$ cat src/hw/rtl/ucfc_pkg.sv
// ----------------------------------------------------------------------------
// ucfc_pkg
// Shared types and constants for the UART command frame checker.
// ----------------------------------------------------------------------------
package ucfc_pkg;

  localparam int unsigned TIME_BITS = 32;

  localparam logic [7:0]  HDR_BYTE  = 8'hAA;
  localparam logic [7:0]  END_BYTE  = 8'hBB;
  localparam logic [15:0] GAP_RESET = 16'd400;
  localparam logic [7:0]  MIN_LEN   = 8'd2;

  typedef enum logic [2:0] {
    ST_OK        = 3'd0,
    ST_BAD_END   = 3'd1,
    ST_BAD_CHECK = 3'd2,
    ST_TOO_FREQ  = 3'd3,
    ST_BAD_LEN   = 3'd4
  } status_t;

  typedef enum logic [5:0] {
    PH_IDLE  = 6'b000001,
    PH_LEN   = 6'b000010,
    PH_CMD   = 6'b000100,
    PH_PARAM = 6'b001000,
    PH_CHECK = 6'b010000,
    PH_END   = 6'b100000
  } phase_t;

  // registered input word handed to the parser
  typedef struct packed {
    logic        vld;
    logic [7:0]  rx_byte;
    logic [31:0] arrival_ms;
  } in_word_t;

endpackage

$ cat src/hw/rtl/ucfc_in_stage.sv
// ----------------------------------------------------------------------------
// ucfc_in_stage
// Input register: holds one received word until the parser takes it.
// ----------------------------------------------------------------------------
module ucfc_in_stage import ucfc_pkg::*; (
  input  logic        clk,
  input  logic        rst_n,
  input  logic        in_valid,
  output logic        in_ready,
  input  logic [7:0]  in_rx_byte,
  input  logic [31:0] in_arrival_ms,
  input  logic        take,
  output in_word_t    word
);

  logic        vld_r,  vld_nxt;
  logic [7:0]  byte_r;
  logic [31:0] time_r;

  assign in_ready = !vld_r || take;

  always_comb begin
    vld_nxt = vld_r;
    if (take)
      vld_nxt = 1'b0;
    if (in_valid && in_ready)
      vld_nxt = 1'b1;
  end

  always_ff @(posedge clk) begin
    if (!rst_n) begin
      vld_r <= 1'b0;
    end else begin
      vld_r <= vld_nxt;
    end
  end

  always_ff @(posedge clk) begin
    if (in_valid && in_ready) begin
      byte_r <= in_rx_byte;
      time_r <= in_arrival_ms;
    end
  end

  assign word.vld        = vld_r;
  assign word.rx_byte    = byte_r;
  assign word.arrival_ms = time_r;

endmodule

$ cat src/hw/rtl/ucfc_parser.sv
// ----------------------------------------------------------------------------
// ucfc_parser
// Frame state machine with running XOR, header timing and result register.
// ----------------------------------------------------------------------------
module ucfc_parser import ucfc_pkg::*; (
  input  logic        clk,
  input  logic        rst_n,
  input  in_word_t    word,
  output logic        take,
  input  logic [15:0] min_gap_ms,
  output logic        out_valid,
  input  logic        out_ready,
  output logic [2:0]  out_status,
  output logic [7:0]  out_command
);

  phase_t                phase_r,  phase_nxt;
  logic [7:0]            left_r,   left_nxt;
  logic [7:0]            xor_r,    xor_nxt;
  logic [7:0]            chk_r,    chk_nxt;
  logic [7:0]            cmd_r,    cmd_nxt;
  logic                  soon_r,   soon_nxt;
  logic [TIME_BITS-1:0]  last_r,   last_nxt;
  logic                  res_vld_r, res_vld_nxt;
  logic [2:0]            status_r;
  logic [7:0]            command_r;

  logic                  emit;
  status_t               emit_status;
  logic [7:0]            emit_cmd;
  logic [TIME_BITS-1:0]  now;
  logic [TIME_BITS-1:0]  diff;
  logic [7:0]            b;

  assign take = word.vld && (!res_vld_r || out_ready);
  assign b    = word.rx_byte;
  assign now  = TIME_BITS'(word.arrival_ms);
  assign diff = now - last_r;

  always_comb begin
    phase_nxt   = phase_r;
    left_nxt    = left_r;
    xor_nxt     = xor_r;
    chk_nxt     = chk_r;
    cmd_nxt     = cmd_r;
    soon_nxt    = soon_r;
    last_nxt    = last_r;
    emit        = 1'b0;
    emit_status = ST_OK;
    emit_cmd    = 8'd0;
    case (phase_r)
      PH_LEN: begin
        if (b < MIN_LEN) begin
          emit        = 1'b1;
          emit_status = soon_r ? ST_TOO_FREQ : ST_BAD_LEN;
          phase_nxt   = PH_IDLE;
        end else begin
          xor_nxt   = b;
          left_nxt  = b - MIN_LEN;
          phase_nxt = PH_CMD;
        end
      end
      PH_CMD: begin
        cmd_nxt   = b;
        xor_nxt   = xor_r ^ b;
        phase_nxt = (left_r != 8'd0) ? PH_PARAM : PH_CHECK;
      end
      PH_PARAM: begin
        xor_nxt  = xor_r ^ b;
        left_nxt = left_r - 8'd1;
        if (left_r == 8'd1)
          phase_nxt = PH_CHECK;
      end
      PH_CHECK: begin
        chk_nxt   = b;
        phase_nxt = PH_END;
      end
      PH_END: begin
        emit      = 1'b1;
        phase_nxt = PH_IDLE;
        if (soon_r)
          emit_status = ST_TOO_FREQ;
        else if (b != END_BYTE)
          emit_status = ST_BAD_END;
        else if (chk_r != xor_r)
          emit_status = ST_BAD_CHECK;
        else begin
          emit_status = ST_OK;
          emit_cmd    = cmd_r;
        end
      end
      default: begin
        phase_nxt = PH_IDLE;
        if (b == HDR_BYTE) begin
          soon_nxt  = diff < TIME_BITS'(min_gap_ms);
          last_nxt  = now;
          xor_nxt   = 8'd0;
          left_nxt  = 8'd0;
          chk_nxt   = 8'd0;
          cmd_nxt   = 8'd0;
          phase_nxt = PH_LEN;
        end
      end
    endcase
  end

  always_comb begin
    res_vld_nxt = res_vld_r;
    if (out_ready)
      res_vld_nxt = 1'b0;
    if (take && emit)
      res_vld_nxt = 1'b1;
  end

  always_ff @(posedge clk) begin
    if (!rst_n) begin
      phase_r   <= PH_IDLE;
      left_r    <= 8'd0;
      xor_r     <= 8'd0;
      chk_r     <= 8'd0;
      cmd_r     <= 8'd0;
      soon_r    <= 1'b0;
      last_r    <= '0;
      res_vld_r <= 1'b0;
    end else begin
      res_vld_r <= res_vld_nxt;
      if (take) begin
        phase_r <= phase_nxt;
        left_r  <= left_nxt;
        xor_r   <= xor_nxt;
        chk_r   <= chk_nxt;
        cmd_r   <= cmd_nxt;
        soon_r  <= soon_nxt;
        last_r  <= last_nxt;
      end
    end
  end

  always_ff @(posedge clk) begin
    if (take && emit) begin
      status_r  <= emit_status;
      command_r <= emit_cmd;
    end
  end

  assign out_valid   = res_vld_r;
  assign out_status  = status_r;
  assign out_command = command_r;

endmodule

$ cat src/hw/rtl/uart_command_frame_checker_core.sv
// ----------------------------------------------------------------------------
// uart_command_frame_checker_core
// Checks AA / L / CMD / params / XOR / BB command frames byte by byte.
// ----------------------------------------------------------------------------
// Usage:
//   Input channel (in_valid/in_ready) takes one received byte per word with
//   its millisecond timestamp. Result channel (out_valid/out_ready) gives
//   one word per frame: status and, when accepted, the command byte.
//   cfg_we/cfg_wdata set min_gap_ms (reset 400); write only while idle.
// Timing:
//   A byte is registered in the input register; when the parser takes it,
//   the frame state machine updates; on the frame's last byte the result
//   register loads and raises out_valid. One byte per cycle sustained while
//   no result waits on out_ready; the per-byte parser update sets that rate.
// Reset:
//   Synchronous, active low. Parser returns to header hunting, the last
//   header time and all frame state clear to zero.
// Stall:
//   While a result waits on out_ready the parser holds; the input register
//   takes one more byte and then in_ready drops until the result is taken.
// ----------------------------------------------------------------------------
module uart_command_frame_checker_core import ucfc_pkg::*; (
  input  logic        clk,
  input  logic        rst_n,
  input  logic        in_valid,
  output logic        in_ready,
  input  logic [7:0]  in_rx_byte,
  input  logic [31:0] in_arrival_ms,
  output logic        out_valid,
  input  logic        out_ready,
  output logic [2:0]  out_status,
  output logic [7:0]  out_command,
  input  logic        cfg_we,
  input  logic [15:0] cfg_wdata
);

  logic [15:0] min_gap_r;
  in_word_t    word;
  logic        take;

  always_ff @(posedge clk) begin
    if (!rst_n) begin
      min_gap_r <= GAP_RESET;
    end else if (cfg_we) begin
      min_gap_r <= cfg_wdata;
    end
  end

  ucfc_in_stage u_in (
    .clk           (clk),
    .rst_n         (rst_n),
    .in_valid      (in_valid),
    .in_ready      (in_ready),
    .in_rx_byte    (in_rx_byte),
    .in_arrival_ms (in_arrival_ms),
    .take          (take),
    .word          (word)
  );

  ucfc_parser u_parse (
    .clk         (clk),
    .rst_n       (rst_n),
    .word        (word),
    .take        (take),
    .min_gap_ms  (min_gap_r),
    .out_valid   (out_valid),
    .out_ready   (out_ready),
    .out_status  (out_status),
    .out_command (out_command)
  );

endmodule
$ cat config.mk
export PLATFORM = sky130hd
export DESIGN_NAME = uart_command_frame_checker_core
export DESIGN_NICKNAME = d
export VERILOG_FILES = /design/src/hw/rtl/ucfc_pkg.sv /design/src/hw/rtl/ucfc_in_stage.sv /design/src/hw/rtl/ucfc_parser.sv /design/src/hw/rtl/uart_command_frame_checker_core.sv
export SDC_FILE = /design/constraint.sdc
export NUM_CORES = 1
export LEC_CHECK = 0
export BUFFER_PORTS_ARGS = -buffer_cell sky130_fd_sc_hd__buf_2
export CAP_MARGIN = 0
export CORE_MARGIN = 4
export CORE_UTILIZATION = 63
export CTS_BUF_LIST = sky130_fd_sc_hd__clkbuf_4
export CTS_CLUSTER_DIAMETER = 120
export CTS_CLUSTER_SIZE = 30
export DETAILED_ROUTE_END_ITERATION = 10
export PLACE_DENSITY = 0.89
export SYNTH_ARGS = -nofsm -noshare
export SYNTH_HDL_FRONTEND = slang
export SYNTH_SLANG_ARGS = --single-unit
export TNS_END_PERCENT = 50
$ cat constraint.sdc
create_clock -name clk -period 9.3 [get_ports clk]
set_clock_uncertainty 0.15 [all_clocks]
set_input_delay 0.465 -clock clk [delete_from_list [all_inputs] [get_ports clk]]
set_output_delay 0.465 -clock clk [all_outputs]
set_load 0.05 [all_outputs]
==> flow_metrics.tcl <==
set metrics [dict create \
    critPathMaxStageDelay_ns 0.54 \
    yosys_warnings 0 \
    yosys.area.top_type_share_pct 22.2 \
    top_regs "u_in.time_r: 32 flops, u_parse.last_r: 32 flops, min_gap_r: 16 flops" \
    path_clk_slew_ns 0.12 \
    power.density_nw_per_um2 142 \
    synth_area_um2 8040 \
    wl_per_cell_um 15.5 \
    cp-end-kind "register" \
    p_switching_uw 361 \
    final.period_utilization_pct 47.3 \
    maxCapViolCount 0 \
    tightest_slew_ns 1.05 \
    finalSetupViolCount 0 \
    slew_headroom_pct 30.0 \
    fin_tns_setup_ns 0 \
    ios 74 \
    synth_top_family_by_area "simple AND/OR/NAND/NOR gates" \
    clk_latency_ns 0.56 \
    htree_num_levels 4 \
    sw_frac_of_total_pct 27.7 \
    cp.required_ns 9.65 \
    status "completed" \
    dieArea_um2 14600 \
    port-buffer-count 73 \
    antenna_found_initial 1 \
    route.detailed.drc 0 \
    multi_input_area_um2 4260 \
    grt_max_degree 91 \
    vias 6706 \
    tritoncts "yes" \
    drtPass1Iterations 7 \
    globalRouteTotalUtil_pct 25.7 \
    clockRootBuffer "clkbuf_4" \
    cpMostUsedCell "nand4_1" \
    drive_above_1_share_pct 13.8 \
    synth_nets 995 \
    ys_seq_elements 140 \
    die_h_um 121 \
    synthArstFlopShare_pct 0 \
    post-dp-hpwl_um 11900 \
    internal_power_uw 940 \
    cts_sinks 140 \
    cts_resized 0 \
    netlist_instances 883 \
    grt_pass1_wl_um 30400 \
    critPathKind "register to register" \
    peakVddDrop_mv 0.135 \
    fmax_ghz 0.227 \
    final_nets 1090 \
    synth_cell_type_count 86 \
    worst_ep_arrival_time_ns 4.75 \
    avgSynthCellArea_um2 9.10 \
    drt-initial-drc-count 491 \
    fin_ws_ns 4.90 \
    synth.area.mux_share_pct 1.87 \
    path_cells "ha_1 -> nor2b_1 -> o2111ai_1 -> a21oi_1 -> a311oi_1 -> nor2_1 -> xor2_1 -> ha_1 -> or4b_4 -> a2111oi_4 -> nand4_1 -> nor4b_2 -> nand4_1 -> a2111oi_2 -> nand4_1 -> o21ai_1" \
    synth_edf_count 51 \
    hold_viol 0 \
    hold_path.class "primary input to register" \
    power_frac_seq_pct 51.8 \
    synth_area_leaders "dfxtp_1 22%, edfxtp_1 19%, ha_1 7.8%, nand2_1 5.6%, a21boi_1 3.9%" \
    vias_per_cell 5.78 \
    synth_adder_area_share_pct 8.03 \
    fp.coreArea_um2 12300 \
    grt_pass1_vias 6543 \
    cp_slowest_cell "or4b_4" \
    cts_buffers 17 \
    routed_wl_um 18000 \
    ys_seq_area_share_pct 41.2 \
    place.gp.congestion 0.887 \
    seq_area_um2 3310 \
    rsz0062_at_grt "no" \
    path_max_fanout 4 \
    drt.antenna.violating_nets 0 \
    synth_xor_xnor_area_share_pct 3.92 \
    die_w_um 121 \
    yosysTopAreaCell "dfxtp_1" \
    leakagePower_nw 3.55 \
    cp-start-kind "register" \
    post-place-ws_ns 4.99 \
    final_max_slew_viol_count 0 \
    syn_to_final_growth_pct 14.0 \
    start_util_pct 65.6 \
    ys_dominant_reg_cell "dfxtp_1" \
    synth_compound_area_share_pct 19.4 \
    grt_overflow_total 0 \
    layout_min_cycle_time_ns 4.40 \
    clkPwrFrac_pct 31.9 \
    yosys.area_share.simple_pct 19.7 \
    combPwrFrac_pct 16.4 \
    rows 40 \
    cts_buffer_depth 2 \
    nFillCells 860 \
]
[placed cells by master, fill, tap and decap left out, types with 5 or more instances in the layout]
| cell type | Yosys | final |
|---|---|---|
| nand2_1 | 119 | 119 |
| dfxtp_1 | 89 | 89 |
| buf_2 | 9 | 73 |
| inv_1 | 63 | 63 |
| edfxtp_1 | 51 | 51 |
| ha_1 | 50 | 50 |
| dlygate4sd3_1 | 0 | 46 |
| a21boi_1 | 42 | 42 |
| a21oi_1 | 41 | 41 |
| nor2_1 | 40 | 40 |
| nor2b_1 | 38 | 38 |
| nand3_1 | 27 | 27 |
| o21ai_1 | 23 | 23 |
| xor2_1 | 19 | 19 |
| xnor2_1 | 17 | 17 |
| clkbuf_4 | 0 | 17 |
| o21ai_0 | 16 | 16 |
| nor3_1 | 15 | 15 |
| mux2i_1 | 15 | 15 |
| nand4_1 | 14 | 14 |
| a22oi_1 | 14 | 14 |
| and2_1 | 13 | 12 |
| a21o_1 | 10 | 10 |
| o21a_1 | 8 | 8 |
| a21boi_0 | 7 | 7 |
| o211ai_1 | 6 | 6 |
| and3_1 | 6 | 6 |
| nand2b_1 | 5 | 5 |
| or3_1 | 5 | 5 |
| a211oi_1 | 5 | 5 |
[worst paths after layout]
check,startpoint,to,slack (ns),depth (start not counted)
setup / recovery,u_in.time_r[1],u_parse.soon_r,4.90,16
hold / removal,cfg_wdata[2],min_gap_r[2],0.02,3
setup reg to reg,u_in.time_r[1],u_parse.soon_r,4.90,16
hold reg to reg,u_parse.last_r[5],u_parse.last_r[5],0.31,2
[cell families after synthesis]
family          Yosys count
mux                      15
fa+ha+maj                51
simple gates            311
buf+inv                 108
compound gates          222
xor+xnor                 36
flops                   140
[what timing repair did]
action | CTS | global route
hold endpoints to repair | 45 | 1
buffers inserted | 0 | 0
hold buffers | 45 | 1
[critical path, delay by kind of cell, from the launching register on]
family,cells,cell delay (ns)
compound gates,6,1.60
xor+xnor,1,0.16
simple gates,7,1.48
fa+ha+maj,2,0.51
flops,1,0.43
[metrics by stage]
step	hold slack, ns	util (%)	cell area (µm²)	std cells	total power [mW]
floorplan	0.281	-	8040	883	0.829
global placement	0.287	68.5	8400	1081	0.872
detailed placement	0.292	68.5	8400	1081	0.879
CTS	0.000612	74.6	9150	1158	1.30
global route	0.0109	74.7	9160	1160	1.36
finish	0.0193	74.7	9160	1160	1.30
[per-layer routing]
metal	wire length, µm	track usage, %	vias up
met4	387	9.77	0
met3	1140	6.53	37
met5	0	0	-
li1	-	-	3316
met1	8070	32.9	3143
met2	8400	41.9	210
[power groups by stage]
stage | combinational, mW | sequential, mW | clock [mW]
after detailed placement | 0.192 | 0.687 | 0
after global placement | 0.186 | 0.686 | 0
after CTS | 0.208 | 0.673 | 0.422
final | 0.213 | 0.673 | 0.415
after global routing | 0.236 | 0.676 | 0.451
after floorplan | 0.154 | 0.675 | 0
[cell type report]
| cell class | count | area share [%] |
|---|---|---|
| clock inverters | 15 | 1.86 |
| repair buffers | 121 | 9.18 |
| diodes | 1 | 0.0273 |
| clock buffers | 17 | 1.39 |
| inverters | 63 | 2.58 |
| multi-input cells | 635 | 46.5 |
| well taps | 168 | 2.29 |
| flip-flops and latches | 140 | 36.2 |
[Yosys cell counts (all sizes together), types with 4 or more instances]
cell     count
a211oi       6
edfxtp      51
nand4       15
o21ai       41
or2          7
mux2i       15
xor2        19
o21a         9
dfxtp       89
nor2        41
xnor2       17
nand2b       5
nand3       27
inv         63
and2        15
a21boi      49
o211ai       7
a21oi       44
and3         6
buf         12
ha          50
nor2b       38
a2111oi      4
clkbuf      31
nor3        15
or3          7
a21o        11
nand2      119
a22oi       14
(Power assumes the default switching activity.)
